==> config.mk <==
export PLATFORM = sky130hd
export DESIGN_NAME = spmq_queue
export DESIGN_NICKNAME = d
export VERILOG_FILES = /design/src/design/spmq_pkg.sv /design/src/design/spmq_queue.sv
export SDC_FILE = /design/constraint.sdc
export NUM_CORES = 1
export LEC_CHECK = 0
export ABC_CLOCK_PERIOD_IN_PS = 1800
export BUFFER_PORTS_ARGS = -buffer_cell sky130_fd_sc_hd__buf_2
export CORE_MARGIN = 2
export CORE_UTILIZATION = 40
export CTS_BUF_LIST = sky130_fd_sc_hd__clkbuf_16
export DETAILED_ROUTE_END_ITERATION = 10
export GPL_TIMING_DRIVEN = 0
export PLACE_DENSITY = 0.71
export SLEW_MARGIN = 20
export SYNTH_ARGS = -nofsm -noshare
export SYNTH_HDL_FRONTEND = slang
export SYNTH_SLANG_ARGS = --single-unit
==> constraint.sdc <==
create_clock -name clock -period 1.8 [get_ports clock]
set_clock_uncertainty 0.05 [all_clocks]
set_input_delay 0.09 -clock clock [delete_from_list [all_inputs] [get_ports clock]]
set_output_delay 0.09 -clock clock [all_outputs]
set_load 0.005 [all_outputs]
==> src/design/spmq_pkg.sv <==
// spmq_pkg: shared types and constants for the spatial mean requantization core.
// Used by the queue, front, back and top modules and the testbench; depends on nothing.
package spmq_pkg;

   localparam int SAMPLE_W    = 8;
   localparam int CHAN_IDX_W  = 8;
   localparam int QUEUE_DEPTH = 4;
   localparam int QPTR_W      = $clog2(QUEUE_DEPTH);
   localparam int QCOUNT_W    = $clog2(QUEUE_DEPTH + 1);
   localparam int CSR_INDEX_W = 3;
   localparam int CSR_DATA_W  = 32;

   typedef enum logic [CSR_INDEX_W-1:0] {
      REG_MEAN_MULT   = 3'd0,
      REG_MEAN_SHIFT  = 3'd1,
      REG_ZERO_MULT   = 3'd2,
      REG_ZERO_SHIFT  = 3'd3,
      REG_IN_ZP       = 3'd4,
      REG_OUT_ZP      = 3'd5,
      REG_CHAN_COUNT  = 3'd6,
      REG_PIX_COUNT   = 3'd7
   } csr_index_type;

   typedef struct packed {
      logic [30:0]        sum_mult;
      logic signed [5:0]  sum_shift;
      logic [30:0]        zero_multiplier;
      logic signed [5:0]  zero_shift;
      logic [7:0]         input_zero_point;
      logic [7:0]         output_zero_point;
      logic [8:0]         channel_count;
      logic [15:0]        pixel_count;
   } cfg_type;

   typedef struct packed {
      logic                  last_channel;
      logic [CHAN_IDX_W-1:0] channel_index;
   } tag_type;

   localparam int TAG_W = $bits(tag_type);

endpackage

==> src/design/spmq_queue.sv <==
// spmq_queue: short fifo of finished channel sums between front and back.
// Depends on spmq_pkg for its depth.
module spmq_queue #(
   parameter int WIDTH = 33
) (
   input  logic                          clock,
   input  logic                          reset,
   input  logic                          push,
   input  logic [WIDTH-1:0]              push_data,
   input  logic                          pop,
   output logic                          pop_valid,
   output logic [WIDTH-1:0]              pop_data,
   output logic [spmq_pkg::QCOUNT_W-1:0] count
);
   import spmq_pkg::*;

   logic [WIDTH-1:0]    slot_ff [QUEUE_DEPTH];
   logic [QPTR_W-1:0]   wr_ptr_ff, wr_ptr_in;
   logic [QPTR_W-1:0]   rd_ptr_ff, rd_ptr_in;
   logic [QCOUNT_W-1:0] count_ff, count_in;

   always_comb begin
      wr_ptr_in = push ? wr_ptr_ff + QPTR_W'(1) : wr_ptr_ff;
      rd_ptr_in = pop  ? rd_ptr_ff + QPTR_W'(1) : rd_ptr_ff;
      count_in  = count_ff + QCOUNT_W'(push) - QCOUNT_W'(pop);
   end

   always_ff @(posedge clock) begin
      if (reset) begin
         wr_ptr_ff <= '0;
         rd_ptr_ff <= '0;
         count_ff  <= '0;
      end else begin
         wr_ptr_ff <= wr_ptr_in;
         rd_ptr_ff <= rd_ptr_in;
         count_ff  <= count_in;
      end
   end

   always_ff @(posedge clock) begin
      if (push) begin
         slot_ff[wr_ptr_ff] <= push_data;
      end
   end

   assign pop_valid = (count_ff != '0);
   assign pop_data  = slot_ff[rd_ptr_ff];
   assign count     = count_ff;

endmodule

==> flow_summary.toml <==
[run_status]
status = "complete, but fails checks"
failed_checks = "negative setup slack"

[die]
fp.dieW_microns = 118
core-area_sq_um = 12700
start_util_pct = 41.2
die_area_sq_um = 14000
row_count = 41
fp.dieH_microns = 118
ioPinCount = 74

[route]
drt-total-wl_microns = 9110
drt_iter0_drc = 136
wire_per_inst_microns = 17.1
drt-pass1-iter-count = 5
vias = 2542
drcViolationCount = 0
vias_per_cell = 4.78
ant_nets = 0

[power_and_ir_drop]
power_frac_seq_pct = 46.7
power_density_nw_per_um2 = 1180
ir_worst_vdd_v = 0.000874
p_sw_share_pct = 20.0
pwr-share-clk_pct = 42.9
p_int_w = 0.00655
p_comb_share_pct = 10.4
switchingPower_w = 0.00164
p_leak_nw = 2.46

[clocking]
htree_num_levels = 4
cts_tree = "yes"
clk_pin_slew_worst_paths_ns = 0.05
cts.sinks = 141
clock_path_buffers = 2
cts_made_buffers = 17
cts-root-buf = "clkbuf_16"
clock_latency_ns = 0.41

[worst_setup_path]
crit_type = "reg2out"
r2r_start = "count[0]$_SDFF_PP0_"
start_kind = "flop"
rrSetupSlack_ns = 0.16
timing.rr.end = "count[2]$_SDFF_PP0_"
crit_required_ns = 1.66
ff2ff_path_depth = 7
crit_arrival_ns = 1.70
worstSetupEndpointType = "output pin"
cp_max_fo = 10
endpoint = "pop_data[7]"

[sta]
rsz0062_at_grt = "true"
period_share_pct = 102
layout_min_cycle_time_ns = 1.84
final_hold_viol_count = 0
setup-tns-final_ns = -0.519
fin_ws_ns = -0.0436
setup_viol = 24
max_freq_mhz = 542
max_slew_margin_pct = 66.8
slew_viol_final = 0
worst_slew_pin_slew_ns = 0.497

[grt]
grt_usage_pct = 14.3
gr-total-overflow = 0
grt_pass1_vias = 2741
antenna_found_initial = 0
grt_max_degree = 20
grt_pass1_wl_microns = 14500

[logic_synthesis]
syn_area_sq_um = 5240
synth_warnings = 0
seq_area_frac_synth_pct = 79.0
synth_cell_types = 21
syn_area_per_cell_sq_um = 24.5
syn_nets = 258
ys_ff_latch = 141
synthCells = 214

[placed_design]
place_congestion = 0.681
portBuffers = 73
hpwl_microns = 5490
pre_cts_ws_ns = 0.155

[run]
drv_cap = 0

[finish]
fin_nets = 392
diodes = 0
syn_to_final_growth_pct = 32.6
multi_input_area_sq_um = 983
drive_gt1_share_pct = 42.8
fillCellCount = 1033
regArea_sq_um = 4150

[worst_hold_path]
hold_class = "in2reg"
## placed cells by master (no fill, tap or decap), types with 2 or more instances in the layout
| cell | count |
|---|---|
| buf_12 | 5 |
| and2_2 | 4 |
| inv_1 | 6 |
| buf_4 | 5 |
| clkinv_2 | 4 |
| buf_2 | 72 |
| dfxtp_1 | 7 |
| clkbuf_16 | 17 |
| edfxtp_1 | 132 |
| mux4_2 | 32 |
| xnor2_1 | 2 |
| ha_1 | 6 |
| dfxtp_2 | 2 |
| bufinv_16 | 4 |
| nor2b_1 | 2 |
| clkinv_1 | 3 |
| dlygate4sd3_1 | 36 |
| nor2_1 | 5 |
| buf_16 | 4 |
| clkinv_4 | 2 |
## logic make-up (layout without fill, tap and decap cells)
family                   Yosys count  in the layout  synth area share [%]
flip-flops                       141            141                  79.0
AO/OA/AOI/OAI                      2              2                 0.286
buffers and inverters             14            160                  2.15
AND/OR/NAND/NOR                   13             13                  1.34
multiplexers                      34             34                  14.6
adder cells (fa/ha/maj)            7              7                  1.81
XOR/XNOR                           3              3                 0.788
## worst max-delay path: stages (launching register included)
cell and delay [ns]:
dfxtp_2 0.34, buf_12 0.14, buf_12 0.15, mux4_2 0.52, buf_2 0.14
## sequential cells by signal, summed over array words and instances (netlist names), named ones only
signal,flops
slot_ff,132
count,3
wr_ptr_ff,2
rd_ptr_ff,2
## power by group through the flow
stage / logic, W / clock network (W) / registers [W]
after floorplan: 0.000437 / 0 / 0.00388
after global placement: 0.000720 / 0 / 0.00388
after detailed placement: 0.000777 / 0 / 0.00388
after CTS: 0.000869 / 0.00360 / 0.00382
after global routing: 0.000933 / 0.00374 / 0.00384
final: 0.000850 / 0.00351 / 0.00382
## through the flow
stage	total power, W	hold slack (ns)	cell area, sq um	util (%)	instances
2_1_floorplan	0.00432	0.112	5240	-	214
3_3_place_gp	0.00460	0.252	5820	45.8	459
3_5_place_dp	0.00466	0.257	5930	46.6	463
4_1_cts	0.00830	0.356	6940	54.6	532
5_1_grt	0.00851	0.363	6950	54.6	532
6_report	0.00818	0.378	6950	54.6	532
## worst min path at each step
stage | startpoint | end | slack, ns | cells past startpoint
3_5_place_dp | push_data[12] | slot_ff[2][12]$_DFFE_PP_ | 0.26 | 1
5_1_grt | push_data[12] | slot_ff[1][12]$_DFFE_PP_ | 0.36 | 2
3_3_place_gp | push_data[6] | slot_ff[2][6]$_DFFE_PP_ | 0.25 | 1
2_1_floorplan | reset | count[0]$_SDFF_PP0_ | 0.11 | 1
4_1_cts | push_data[12] | slot_ff[2][12]$_DFFE_PP_ | 0.36 | 2
6_report | push_data[12] | slot_ff[3][12]$_DFFE_PP_ | 0.38 | 2
## synth_stat cells, drive strengths merged
| library cell | count | area share (%) |
|---|---|---|
| or3 | 1 | 0.12 |
| edfxtp | 132 | 76 |
| nor2b | 2 | 0.24 |
| nor2 | 5 | 0.36 |
| dfxtp | 9 | 3.4 |
| a21bo | 1 | 0.19 |
| and2 | 4 | 0.48 |
| xor3 | 1 | 0.45 |
| mux4 | 33 | 14 |
| nand3b | 1 | 0.14 |
| inv | 6 | 0.43 |
| ha | 6 | 1.4 |
| fa | 1 | 0.38 |
| xnor2 | 2 | 0.33 |
| a21oi | 1 | 0.095 |
| buf | 7 | 1.6 |
| mux2i | 1 | 0.19 |
| clkbuf | 1 | 0.072 |
## metal layers
metal	global-route usage (%)	up-vias	share of wire [%]	wire length, microns
li1	-	1163	-	-
met1	17.6	1294	43	3890
met2	22.6	68	50	4600
met3	5.36	17	4.9	447
met4	6.62	0	1.9	171
met5	0	-	0	0
## repair_timing
action | in CTS | in global routing
setup buffers | 2 | 0
gates cloned | 1 | 0
hold endpoints to repair | 141 | 0
gates resized for setup | 9 | 2
endpoints found under the setup margin | 30 | 32
hold buffers | 36 | 0
## layout make-up
class | instances | area share (%)
plain buffers | 7 | 1.48
clock buffers | 17 | 6.12
clock inverters | 14 | 2.54
inverters | 6 | 0.324
multi-input cells | 59 | 14.2
flip-flops and latches | 141 | 59.7
well taps | 172 | 3.10
repair buffers | 116 | 12.6
Power figures use the tool's default switching activity.
